## src/rtl/glb_container_deframer_assert.svh

```systemverilog
// Assertion macros for the GLB container deframer.
// Used by the top level; expects clk and arst_n in scope.
`ifndef GLB_CONTAINER_DEFRAMER_ASSERT_SVH
`define GLB_CONTAINER_DEFRAMER_ASSERT_SVH

// Same-cycle implication, masked while reset is asserted.
`define GLBD_ASSERT_IMPL(name, cond, expr, msg) \
	name: assert property (@(posedge clk) disable iff (!arst_n) (cond) |-> (expr)) \
		else $error(msg);

// Next-cycle implication, masked while reset is asserted.
`define GLBD_ASSERT_NEXT(name, cond, expr, msg) \
	name: assert property (@(posedge clk) disable iff (!arst_n) (cond) |=> (expr)) \
		else $error(msg);

`endif

```

## src/rtl/glbd_pkg.sv

```systemverilog
`timescale 1ns / 1ps
// Shared types and constants for the GLB container deframer.
// No dependencies; imported by glbd_step and glb_container_deframer.
package glbd_pkg;

	localparam logic [31:0] GLB_MAGIC     = 32'h4654_6C67;
	localparam logic [31:0] GLB_TYPE_JSON = 32'h4E4F_534A;
	localparam logic [31:0] GLB_TYPE_BIN  = 32'h004E_4942;
	localparam logic [31:0] GLB_HDR_LEN   = 32'd12;
	localparam logic [31:0] GLB_VERSION   = 32'd2;

	// Header byte positions: the first byte, and where each word completes.
	localparam logic [32:0] POS_FIRST   = 33'd0;
	localparam logic [32:0] POS_MAGIC   = 33'd3;
	localparam logic [32:0] POS_VERSION = 33'd7;
	localparam logic [32:0] POS_LENGTH  = 33'd11;

	// Chunk header byte offsets where a word completes.
	localparam logic [2:0] CHDR_LEN_END  = 3'd3;
	localparam logic [2:0] CHDR_TYPE_END = 3'd7;

	typedef enum logic [5:0] {
		PH_HEADER  = 6'b000001,
		PH_CHDR    = 6'b000010,
		PH_PAYLOAD = 6'b000100,
		PH_PAD     = 6'b001000,
		PH_TRAIL   = 6'b010000,
		PH_STOP    = 6'b100000
	} phase_t;

	typedef enum logic [2:0] {
		K_HEADER = 3'd0,
		K_CHDR   = 3'd1,
		K_JSON   = 3'd2,
		K_BIN    = 3'd3,
		K_OTHER  = 3'd4,
		K_PAD    = 3'd5,
		K_IGN    = 3'd6
	} kind_t;

	typedef enum logic [2:0] {
		ST_RUN      = 3'd0,
		ST_OK       = 3'd1,
		ST_SMALL    = 3'd2,
		ST_MAGIC    = 3'd3,
		ST_VERSION  = 3'd4,
		ST_LENGTH   = 3'd5,
		ST_OVERFLOW = 3'd6,
		ST_NO_JSON  = 3'd7
	} status_t;

	typedef struct packed {
		phase_t      phase;
		logic [32:0] position;
		logic [31:0] word_asm;
		logic [31:0] decl_len;
		logic [31:0] chunk_rem;
		logic [31:0] chunk_off;
		logic [31:0] chunk_type;
		logic [31:0] size;
		logic        json_ok;
		logic        bin_ok;
		status_t     err;
	} parse_state_t;

	typedef struct packed {
		logic [7:0]  data_byte;
		logic [31:0] file_size;
		logic        first_byte;
		logic        last_byte;
	} item_t;

	typedef struct packed {
		kind_t       byte_kind;
		logic [31:0] payload_offset;
		logic [31:0] chunk_kind;
		status_t     status;
		logic        json_found;
		logic        bin_found;
		logic        final_result;
	} result_t;

	localparam parse_state_t STATE_RESET = '{
		phase:      PH_HEADER,
		position:   33'd0,
		word_asm:   32'd0,
		decl_len:   32'd0,
		chunk_rem:  32'd0,
		chunk_off:  32'd0,
		chunk_type: 32'd0,
		size:       32'd0,
		json_ok:    1'b0,
		bin_ok:     1'b0,
		err:        ST_RUN
	};

endpackage

```

## src/rtl/glbd_step.sv

```systemverilog
`timescale 1ns / 1ps
// Per-byte parse step: next parser state and the tag for one container byte.
// Purely combinational; depends on glbd_pkg.
module glbd_step (
	input  glbd_pkg::parse_state_t cur,
	input  glbd_pkg::item_t        item,
	output glbd_pkg::parse_state_t nxt,
	output glbd_pkg::result_t      res
);
	import glbd_pkg::*;

	// A chunk header can start at pos only if all eight of its bytes fit.
	function automatic logic hdr_fits(input logic [32:0] pos, input logic [31:0] dl);
		return ({1'b0, pos} + 34'd8) <= {2'b00, dl};
	endfunction

	function automatic phase_t enter_chunks(input logic [32:0] pos, input logic [31:0] dl);
		return hdr_fits(pos, dl) ? PH_CHDR : PH_TRAIL;
	endfunction

	function automatic phase_t after_payload(input logic [32:0] pos, input logic [31:0] dl);
		phase_t ph;
		if (pos < {1'b0, dl} && pos[1:0] != 2'b00)
			ph = PH_PAD;
		else
			ph = enter_chunks(pos, dl);
		return ph;
	endfunction

	parse_state_t st;
	logic [32:0]  pos;
	logic [32:0]  pos_next;
	logic [31:0]  wa;
	logic [33:0]  chunk_end;

	always_comb begin
		if (item.first_byte) begin
			st      = STATE_RESET;
			st.size = item.file_size;
		end else begin
			st = cur;
		end
		pos       = st.position;
		pos_next  = pos + 33'd1;
		wa        = {item.data_byte, st.word_asm[31:8]};
		chunk_end = {1'b0, pos_next} + {2'b00, st.chunk_rem};

		nxt          = st;
		nxt.word_asm = wa;
		nxt.position = pos_next;

		res                = '0;
		res.byte_kind      = K_IGN;
		res.status         = ST_RUN;
		res.final_result   = item.last_byte;

		case (st.phase)
			PH_HEADER: begin
				res.byte_kind = K_HEADER;
				if (pos == POS_FIRST && st.size < GLB_HDR_LEN) begin
					nxt.err   = ST_SMALL;
					nxt.phase = PH_STOP;
				end else if (pos == POS_MAGIC && wa != GLB_MAGIC) begin
					nxt.err   = ST_MAGIC;
					nxt.phase = PH_STOP;
				end else if (pos == POS_VERSION && wa != GLB_VERSION) begin
					nxt.err   = ST_VERSION;
					nxt.phase = PH_STOP;
				end else if (pos == POS_LENGTH) begin
					if (wa > st.size) begin
						nxt.err   = ST_LENGTH;
						nxt.phase = PH_STOP;
					end else begin
						nxt.decl_len = wa;
						nxt.phase    = enter_chunks(pos_next, wa);
					end
				end
			end
			PH_CHDR: begin
				res.byte_kind = K_CHDR;
				if (st.chunk_off[2:0] == CHDR_TYPE_END) begin
					nxt.chunk_type = wa;
					if (chunk_end > {2'b00, st.decl_len}) begin
						nxt.err   = ST_OVERFLOW;
						nxt.phase = PH_STOP;
					end else begin
						if (wa == GLB_TYPE_JSON)
							nxt.json_ok = st.chunk_rem != 32'd0;
						else if (wa == GLB_TYPE_BIN)
							nxt.bin_ok = st.chunk_rem != 32'd0;
						nxt.chunk_off = 32'd0;
						if (st.chunk_rem == 32'd0)
							nxt.phase = after_payload(pos_next, st.decl_len);
						else
							nxt.phase = PH_PAYLOAD;
					end
				end else begin
					if (st.chunk_off[2:0] == CHDR_LEN_END)
						nxt.chunk_rem = wa;
					nxt.chunk_off = {29'd0, st.chunk_off[2:0] + 3'd1};
				end
			end
			PH_PAYLOAD: begin
				if (st.chunk_type == GLB_TYPE_JSON)
					res.byte_kind = K_JSON;
				else if (st.chunk_type == GLB_TYPE_BIN)
					res.byte_kind = K_BIN;
				else
					res.byte_kind = K_OTHER;
				res.payload_offset = st.chunk_off;
				res.chunk_kind     = st.chunk_type;
				nxt.chunk_off      = st.chunk_off + 32'd1;
				nxt.chunk_rem      = st.chunk_rem - 32'd1;
				if (st.chunk_rem == 32'd1)
					nxt.phase = after_payload(pos_next, st.decl_len);
			end
			PH_PAD: begin
				res.byte_kind  = K_PAD;
				res.chunk_kind = st.chunk_type;
				nxt.phase      = after_payload(pos_next, st.decl_len);
			end
			default: begin
				res.byte_kind = K_IGN;
			end
		endcase

		// Every way into a chunk header starts its byte count over.
		if (nxt.phase == PH_CHDR && st.phase != PH_CHDR)
			nxt.chunk_off = 32'd0;

		if (item.last_byte && nxt.err == ST_RUN) begin
			if (nxt.phase == PH_HEADER)
				nxt.err = ST_SMALL;
			else
				nxt.err = nxt.json_ok ? ST_OK : ST_NO_JSON;
			nxt.phase = PH_STOP;
		end

		res.status     = nxt.err;
		res.json_found = nxt.json_ok;
		res.bin_found  = nxt.bin_ok;
	end

endmodule

```

## src/rtl/glb_container_deframer.sv

```systemverilog
`timescale 1ns / 1ps
// Top level of the GLB container deframer: input register, parser state,
// result register. Depends on glbd_pkg, glbd_step and the assertion header.
//
//  channel | dir | tdata                              | tuser      | tlast
//  --------+-----+------------------------------------+------------+-------------
//  s_*     | in  | data_byte, file_size               | first_byte | last_byte
//  m_*     | out | payload_offset, chunk_kind, status,| byte_kind  | final_result
//          |     | json_found, bin_found              |            |
//
// One byte word per cycle is taken in steady state while m_tready does not stall; a result is
// offered once its byte has passed through the input register and the result register.
// The longest path is a 33-bit increment feeding a 34-bit add and compare.
// arst_n clears the parser state and both valid flags; no clearing pass.
// A stall on m_tready holds the result register; the input register still fills,
// and s_tready drops only when both registers are full.
`include "glb_container_deframer_assert.svh"

module glb_container_deframer (
	input  logic        clk,
	input  logic        arst_n,
	input  logic        s_tvalid,
	output logic        s_tready,
	input  logic [39:0] s_tdata,   // data_byte[7:0], file_size[39:8]
	input  logic [0:0]  s_tuser,   // first_byte[0]
	input  logic        s_tlast,
	output logic        m_tvalid,
	input  logic        m_tready,
	output logic [71:0] m_tdata,   // payload_offset[31:0], chunk_kind[63:32],
	                               // status[66:64], json_found[67], bin_found[68]
	output logic [2:0]  m_tuser,   // byte_kind[2:0]
	output logic        m_tlast
);
	import glbd_pkg::*;

	parse_state_t state_q;
	parse_state_t state_nxt;
	item_t        item_s1;
	logic         valid_s1;
	result_t      res_nxt;
	result_t      res_s2;
	logic         valid_s2;
	logic         adv;
	logic         s_acc;

	assign adv      = valid_s1 && (!valid_s2 || m_tready);
	assign s_tready = !valid_s1 || adv;
	assign s_acc    = s_tvalid && s_tready;

	glbd_step u_step (
		.cur  (state_q),
		.item (item_s1),
		.nxt  (state_nxt),
		.res  (res_nxt)
	);

	always_ff @(posedge clk or negedge arst_n) begin
		if (!arst_n) begin
			valid_s1 <= 1'b0;
			valid_s2 <= 1'b0;
			state_q  <= STATE_RESET;
		end else begin
			if (s_acc)
				valid_s1 <= 1'b1;
			else if (adv)
				valid_s1 <= 1'b0;
			if (adv) begin
				valid_s2 <= 1'b1;
				state_q  <= state_nxt;
			end else if (m_tready) begin
				valid_s2 <= 1'b0;
			end
		end
	end

	always_ff @(posedge clk) begin
		if (s_acc) begin
			item_s1.data_byte  <= s_tdata[7:0];
			item_s1.file_size  <= s_tdata[39:8];
			item_s1.first_byte <= s_tuser[0];
			item_s1.last_byte  <= s_tlast;
		end
		if (adv)
			res_s2 <= res_nxt;
	end

	assign m_tvalid = valid_s2;
	assign m_tuser  = res_s2.byte_kind;
	assign m_tlast  = res_s2.final_result;
	assign m_tdata  = {3'b000, res_s2.bin_found, res_s2.json_found, res_s2.status,
		res_s2.chunk_kind, res_s2.payload_offset};

	`GLBD_ASSERT_IMPL(a_err_stops, state_q.err != ST_RUN, state_q.phase == PH_STOP, "error without stop phase")
	`GLBD_ASSERT_IMPL(a_json_flag, valid_s2 && res_s2.byte_kind == K_JSON, res_s2.json_found && res_s2.chunk_kind == GLB_TYPE_JSON, "JSON byte without JSON chunk")
	`GLBD_ASSERT_IMPL(a_bin_flag, valid_s2 && res_s2.byte_kind == K_BIN, res_s2.bin_found && res_s2.chunk_kind == GLB_TYPE_BIN, "BIN byte without BIN chunk")
	`GLBD_ASSERT_IMPL(a_last_ends, valid_s2 && res_s2.final_result, res_s2.status != ST_RUN, "last byte left parser running")
	`GLBD_ASSERT_NEXT(a_take_holds, s_tvalid && s_tready, valid_s1, "accepted word not held in input register")

endmodule
```

## config.mk

```make
export PLATFORM = sky130hd
export DESIGN_NAME = glb_container_deframer
export DESIGN_NICKNAME = d
export VERILOG_FILES = /design/src/rtl/glbd_pkg.sv /design/src/rtl/glbd_step.sv /design/src/rtl/glb_container_deframer.sv
export VERILOG_INCLUDE_DIRS = /design/src /design/src/rtl
export SDC_FILE = /design/constraint.sdc
export NUM_CORES = 1
export LEC_CHECK = 0
export BUFFER_PORTS_ARGS = -buffer_cell sky130_fd_sc_hd__buf_4
export CAP_MARGIN = 40
export CELL_PAD_IN_SITES_DETAIL_PLACEMENT = 0
export CELL_PAD_IN_SITES_GLOBAL_PLACEMENT = 1
export CORE_MARGIN = 3
export CORE_UTILIZATION = 40
export CTS_CLUSTER_SIZE = 30
export DETAILED_ROUTE_END_ITERATION = 16
export PLACE_DENSITY_LB_ADDON = 0.12
export SKIP_LAST_GASP = 1
export SLEW_MARGIN = 20
export SYNTH_ARGS = -nofsm -noshare
export SYNTH_HDL_FRONTEND = slang
export SYNTH_SLANG_ARGS = --single-unit
```

## constraint.sdc

```tcl
create_clock -name clk -period 10.6 [get_ports clk]
set_clock_uncertainty 0.05 [all_clocks]
set_input_delay 0.53 -clock clk [delete_from_list [all_inputs] [get_ports clk]]
set_output_delay 0.53 -clock clk [all_outputs]
set_load 0.02 [all_outputs]
```

==> impl_metrics.env, run 1 <==
export IMPL_cts_tree="built"
export IMPL_grt_total_usage_pct=28.1
export IMPL_power_leakage_nw=11.6
export IMPL_synthArstFlopShare_pct=66.7
export IMPL_yosysSeqAreaShare_pct=39.2
export IMPL_nets=2899
export IMPL_antenna_found_initial=2
export IMPL_drive_gt1_share_pct=10.8
export IMPL_syn2layout_area_growth_pct=13.8
export IMPL_wl_um=87300
export IMPL_min_period_ns=8.77
export IMPL_grt_max_degree=119
export IMPL_max_stage_delay_ns=0.67
export IMPL_rows=88
export IMPL_cts_sinks=345
export IMPL_portBuffers=120
export IMPL_fillers=5653
export IMPL_synth_ff_type="dfrtp_1"
export IMPL_pre_cts_slack_ns=1.57
export IMPL_fin_area_um2=26700
export IMPL_drt_iter0_drc=1734
export IMPL_synth_edf_count=115
export IMPL_slowest_stage="clkinv_2"
export IMPL_p_per_area_nw_per_um2=155
export IMPL_via_per_inst=5.96
export IMPL_peakVddDrop_mv=0.122
export IMPL_gr_total_overflow=0
export IMPL_die_w_um=248
export IMPL_gp_congestion=0.964
export IMPL_regArea_um2=9210
export IMPL_end_kind="register"
export IMPL_core_um2=57900
export IMPL_finalSetupViolCount=0
export IMPL_ys_types=100
export IMPL_rsz0062_at_grt="false"
export IMPL_root_buffer="clkbuf_16"
export IMPL_yosys_warnings=0
export IMPL_die_h_um=248
export IMPL_multi_input_area_um2=13400
export IMPL_syn_area_um2=23500
export IMPL_cts_clk_slew_worst_paths_ns=0.06
export IMPL_max_cap_violations=0
export IMPL_first_global_vias=20000
export IMPL_drv_slew=0
export IMPL_crit_family="compound AO/OA/AOI/OAI gates"
export IMPL_grt_pass1_wl_um=131000
export IMPL_vias=20700
export IMPL_worstPathRequired_ns=10.99
export IMPL_clock_fmax_mhz=114
export IMPL_drc=0
export IMPL_critPathMaxFanout=31
export IMPL_hp_class="in -> reg"
export IMPL_synth_common_cells="nand2_1, dfrtp_1, o21ai_0"
export IMPL_cts_max_path_buffers=3
export IMPL_hpwl_um=65700
export IMPL_synth_avg_cell_area_um2=9.07
export IMPL_setup_tns_ns=0
export IMPL_cts_buffers=43
export IMPL_yosysTopAreaCellShare_pct=24.4
export IMPL_die_area_um2=61700
export IMPL_timing_final_ws_setup_ns=1.83
export IMPL_crit_path_start_kind="register"
export IMPL_crit_buf_inv=3
export IMPL_synthCells=2588
export IMPL_ant_nets=0
export IMPL_ctsHtreeMaxLevel=2
export IMPL_synth_largest_area_cell="dfrtp_1"
export IMPL_worstSetupPathType="reg -> reg"
export IMPL_outcome="completed"
export IMPL_finalCritPeriodShare_pct=82.8
export IMPL_clock_latency_ns=0.59
export IMPL_wl_per_cell_um=25.1
export IMPL_maxSlewHeadroom_pct=36.0
export IMPL_dr_pass1_iters=6
export IMPL_tightest_slew_ns=0.958
export IMPL_boundaryPins=124
export IMPL_cts_resized=0
export IMPL_finalHoldViolCount=0
export IMPL_start_util_pct=40.6
export IMPL_ys_top_cells_by_area="dfrtp_1, edfxtp_1, ha_1, nand2_1, o21ai_0"
export IMPL_placed_area_um2=25300
export IMPL_critPathArrivalTime_ns=9.16
export IMPL_synth_seq_cells=345
export IMPL_synth_most_common_cell="nand2_1"
## sequential cells by signal, indices dropped and copies added, names as in the netlist
signal	count
m_tdata	69
state_q	228
m_tvalid	1
m_tlast	1
item_s1	42
m_tuser	3
valid_s1	1
## path summary, 6_finish.rpt
kind                                      startpoint                  endpoint  slack (ns)  cells after the start
worst max-delay path            item_s1[1]$_DFFE_PP_   state_q[77]$_DFFE_PN0P_        1.83                     31
worst min-delay path                      s_tdata[2]     item_s1[36]$_DFFE_PP_        0.06                      1
worst max register to register  item_s1[1]$_DFFE_PP_   state_q[77]$_DFFE_PN0P_        1.83                     31
worst min register to register  item_s1[0]$_DFFE_PP_         m_tlast$_DFFE_PP_        0.41                      0
max in group asynchronous                     arst_n  state_q[189]$_DFFE_PN0P_        8.64                      4
min in group asynchronous                     arst_n   state_q[77]$_DFFE_PN0P_        0.53                      2
## area by class of cell
class                   instances  share of cell area, %
diodes                          2                 0.0187
clock buffers                  60                   4.57
clock inverters                20                  0.772
inverters                      79                   1.13
multi-input cells            2033                   50.3
flip-flops and latches        345                   34.5
well taps                     765                   3.58
repair buffers                170                   5.20
## report_power, final
part	switching [mW]	total, mW	internal (mW)
combinational	0.635	0.984	0.349
sequential	0.153	1.66	1.51
clock	0.624	1.49	0.864
total	1.41	4.13	2.72
## stage by stage
step	utilization (%)	power [mW]	cells	hold slack [ns]
after global placement	43.3	2.63	3378	0.399
after CTS	46.1	4.15	3469	0.0396
after floorplan	-	2.25	2590	0.184
after global routing	46.1	4.32	3472	0.0499
after detailed placement	43.6	2.65	3388	0.384
final	46.2	4.13	3474	0.0641
## cells in the final DEF (no fill, tap or decap), drive strengths merged, types with 12 or more instances in the layout
cell type	count
and3	27
o211ai	13
ha	180
a211oi	20
a21o	58
and2	75
nand4	49
o21a	12
nand3	78
mux2i	40
nand2b	18
nor3	78
edfxtp	115
a22o	58
nor2	166
xnor2	73
nor4	60
a21oi	148
nand2	329
clkinv	12
or3	19
nor2b	69
o21ai	192
xor2	27
dfrtp	229
a31oi	26
buf	168
inv	80
clkbuf	60
a22oi	17
## kinds of logic after synthesis
group | share of synthesized area, %
AO/OA/AOI/OAI | 18.0
XOR/XNOR | 4.34
buffers and inverters | 3.72
flip-flops | 39.2
AND/OR/NAND/NOR | 22.6
other | 0.0160
adder cells (fa/ha/maj) | 10.1
multiplexers | 2.06
## routing by layer
metal  GRT usage, %  up-vias  routed length, um
li1               -     9668                  -
met1           38.5    10200              39100
met2           46.4      693              40700
met3           4.18      124               5030
met4           7.92        4               2440
met5              0        -                 27
## repair_timing
action                    in CTS  in global routing
hold endpoints to repair       5                  0
buffers inserted               0                  0
hold buffers                   1                  0
No activity file was read; power rests on OpenSTA's default activity.
==> run 2: changes to the inputs <==
clock period = 9 ns   (was 10.6 ns; I/O delays follow)
==> impl_metrics.env, run 2 (synthesis results as in run 1) <==
export IMPL_max_stage_delay_ns=0.73
export IMPL_drv_slew=0
export IMPL_worstPathRequired_ns=9.37
export IMPL_finalSetupViolCount=0
export IMPL_wl_um=87000
export IMPL_timing_final_ws_setup_ns=0.740
export IMPL_grt_max_degree=149
export IMPL_slowest_stage="or4_1"
export IMPL_grt_busiest_layer="met2"
export IMPL_max_cap_violations=0
export IMPL_p_per_area_nw_per_um2=180
export IMPL_cts_max_path_buffers=3
export IMPL_die_area_um2=61700
export IMPL_fin_util_pct=47.3
export IMPL_final_common_cell="nand2_1"
export IMPL_r2r_end="state_q[89]$_DFFE_PN0P_"
export IMPL_use_met1_pct=38.4
export IMPL_outcome="completed"
export IMPL_peakVddDrop_mv=0.163
export IMPL_crit_path_start_kind="register"
export IMPL_start_util_pct=40.6
export IMPL_num_antenna_cells=0
export IMPL_syn2layout_area_growth_pct=16.6
export IMPL_rr_startpoint="state_q[200]$_DFFE_PN0P_"
export IMPL_drive_gt1_share_pct=11.1
export IMPL_grt_total_usage_pct=28.2
export IMPL_first_global_vias=20400
export IMPL_min_period_ns=8.26
export IMPL_min_to="item_s1[1]$_DFFE_PP_"
export IMPL_cpMostUsedCell="o311ai_0"
export IMPL_worstSetupPathType="reg -> reg"
export IMPL_end_kind="register"
export IMPL_largest_register_ffs=228
export IMPL_cts_tree="built"
export IMPL_hp_class="in -> reg"
export IMPL_maxSlewHeadroom_pct=34.2
export IMPL_hpwl_um=65100
export IMPL_core_um2=57900
export IMPL_rsz0062_at_grt="false"
export IMPL_critPathMaxFanout=32
export IMPL_pre_cts_slack_ns=0.855
export IMPL_rows=88
export IMPL_power_leakage_nw=11.9
export IMPL_power_mw=4.93
export IMPL_use_met2_pct=46.7
export IMPL_regToRegSetupSlack_ns=0.74
export IMPL_vias=21000
export IMPL_clock_fmax_mhz=121
export IMPL_place_inst=3398
export IMPL_cts_sinks=345
export IMPL_boundaryPins=124
export IMPL_grt_pass1_wl_um=131000
export IMPL_critPathArrivalTime_ns=8.63
export IMPL_gp_congestion=0.965
export IMPL_root_buffer="clkbuf_16"
export IMPL_portBuffers=120
export IMPL_finalHoldViolCount=0
export IMPL_ant_nets=0
export IMPL_setup_tns_ns=0
export IMPL_final_cells=3525
export IMPL_wl_per_cell_um=24.7
export IMPL_reg2reg_depth=28
export IMPL_antenna_found_initial=0
export IMPL_hold_depth=1
export IMPL_die_h_um=248
export IMPL_cts_buffers=43
export IMPL_finalCritPeriodShare_pct=91.8
export IMPL_via_per_inst=5.95
export IMPL_cts_clk_slew_worst_paths_ns=0.06
export IMPL_dr_pass1_iters=6
export IMPL_nets=2953
export IMPL_holdCritStartpoint="s_tuser"
export IMPL_tightest_slew_ns=0.984
export IMPL_layout_common_cells="nand2_1, dfrtp_1, o21ai_0"
export IMPL_die_w_um=248
export IMPL_gr_total_overflow=0
export IMPL_drc=0
export IMPL_grtUsageMet3_pct=3.33
export IMPL_drt_iter0_drc=1634
export IMPL_clock_latency_ns=0.58
export IMPL_ctsHtreeMaxLevel=2
export IMPL_regMostFlops="state_q"
## run 2: critical path: cells and delay by family, from the launching register on
family | cells | cell delay (ns)
multiplexers | 1 | 0.35
adder cells (fa/ha/maj) | 2 | 0.70
AND/OR/NAND/NOR | 10 | 2.63
XOR/XNOR | 1 | 0.16
buffers and inverters | 2 | 0.50
AO/OA/AOI/OAI | 12 | 2.98
flip-flops | 1 | 0.68
## run 2: cell type report
class                      count  area, um^2
fill                        5570       30500
tap                          765         957
inverter                      79         303
timing repair buffer         224        1950
clock buffer                  66        1260
multi-input combinational   2033       13500
sequential                   345        9210
clock inverter                13         208
## run 2: worst max path at each step
stage	start	to	slack (ns)	depth (start not counted)
6_report	state_q[200]$_DFFE_PN0P_	state_q[89]$_DFFE_PN0P_	0.74	28
5_1_grt	state_q[200]$_DFFE_PN0P_	state_q[89]$_DFFE_PN0P_	0.22	28
4_1_cts	state_q[200]$_DFFE_PN0P_	state_q[89]$_DFFE_PN0P_	0.85	28
3_5_place_dp	state_q[200]$_DFFE_PN0P_	state_q[89]$_DFFE_PN0P_	0.86	28
3_3_place_gp	state_q[200]$_DFFE_PN0P_	state_q[73]$_DFFE_PN0P_	0.94	28
2_1_floorplan	item_s1[1]$_DFFE_PP_	state_q[89]$_DFFE_PN0P_	0.0009	44
## run 2: layer usage
| metal | share of wire, % | vias to the layer above |
|---|---|---|
| li1 | - | 9811 |
| met1 | 44 | 10300 |
| met2 | 46 | 716 |
| met3 | 5.5 | 151 |
| met4 | 3.8 | 0 |
| met5 | 0 | - |
## run 2: through the flow
step	hold slack, ns	instance area, um^2
after detailed placement	0.412	25400
after CTS	0.0615	27300
after global routing	0.0642	27400
after floorplan	0.104	23500
after global placement	0.410	25300
final	0.0813	27400
## run 2: power breakdown
| part | switching [mW] | internal, mW | leakage, nW |
|---|---|---|---|
| Clock | 0.722 | 1.09 | 0.703 |
| Combinational | 0.736 | 0.430 | 6.99 |
| Sequential | 0.177 | 1.78 | 4.22 |
| Total | 1.63 | 3.29 | 11.9 |
## run 2: repair_timing
item                                   in CTS  in global routing
hold buffers                               43                  0
endpoints found under the hold margin     131                  0
resized for setup                           0                  0
setup endpoints to repair                   0                  0
setup buffers                               0                  0
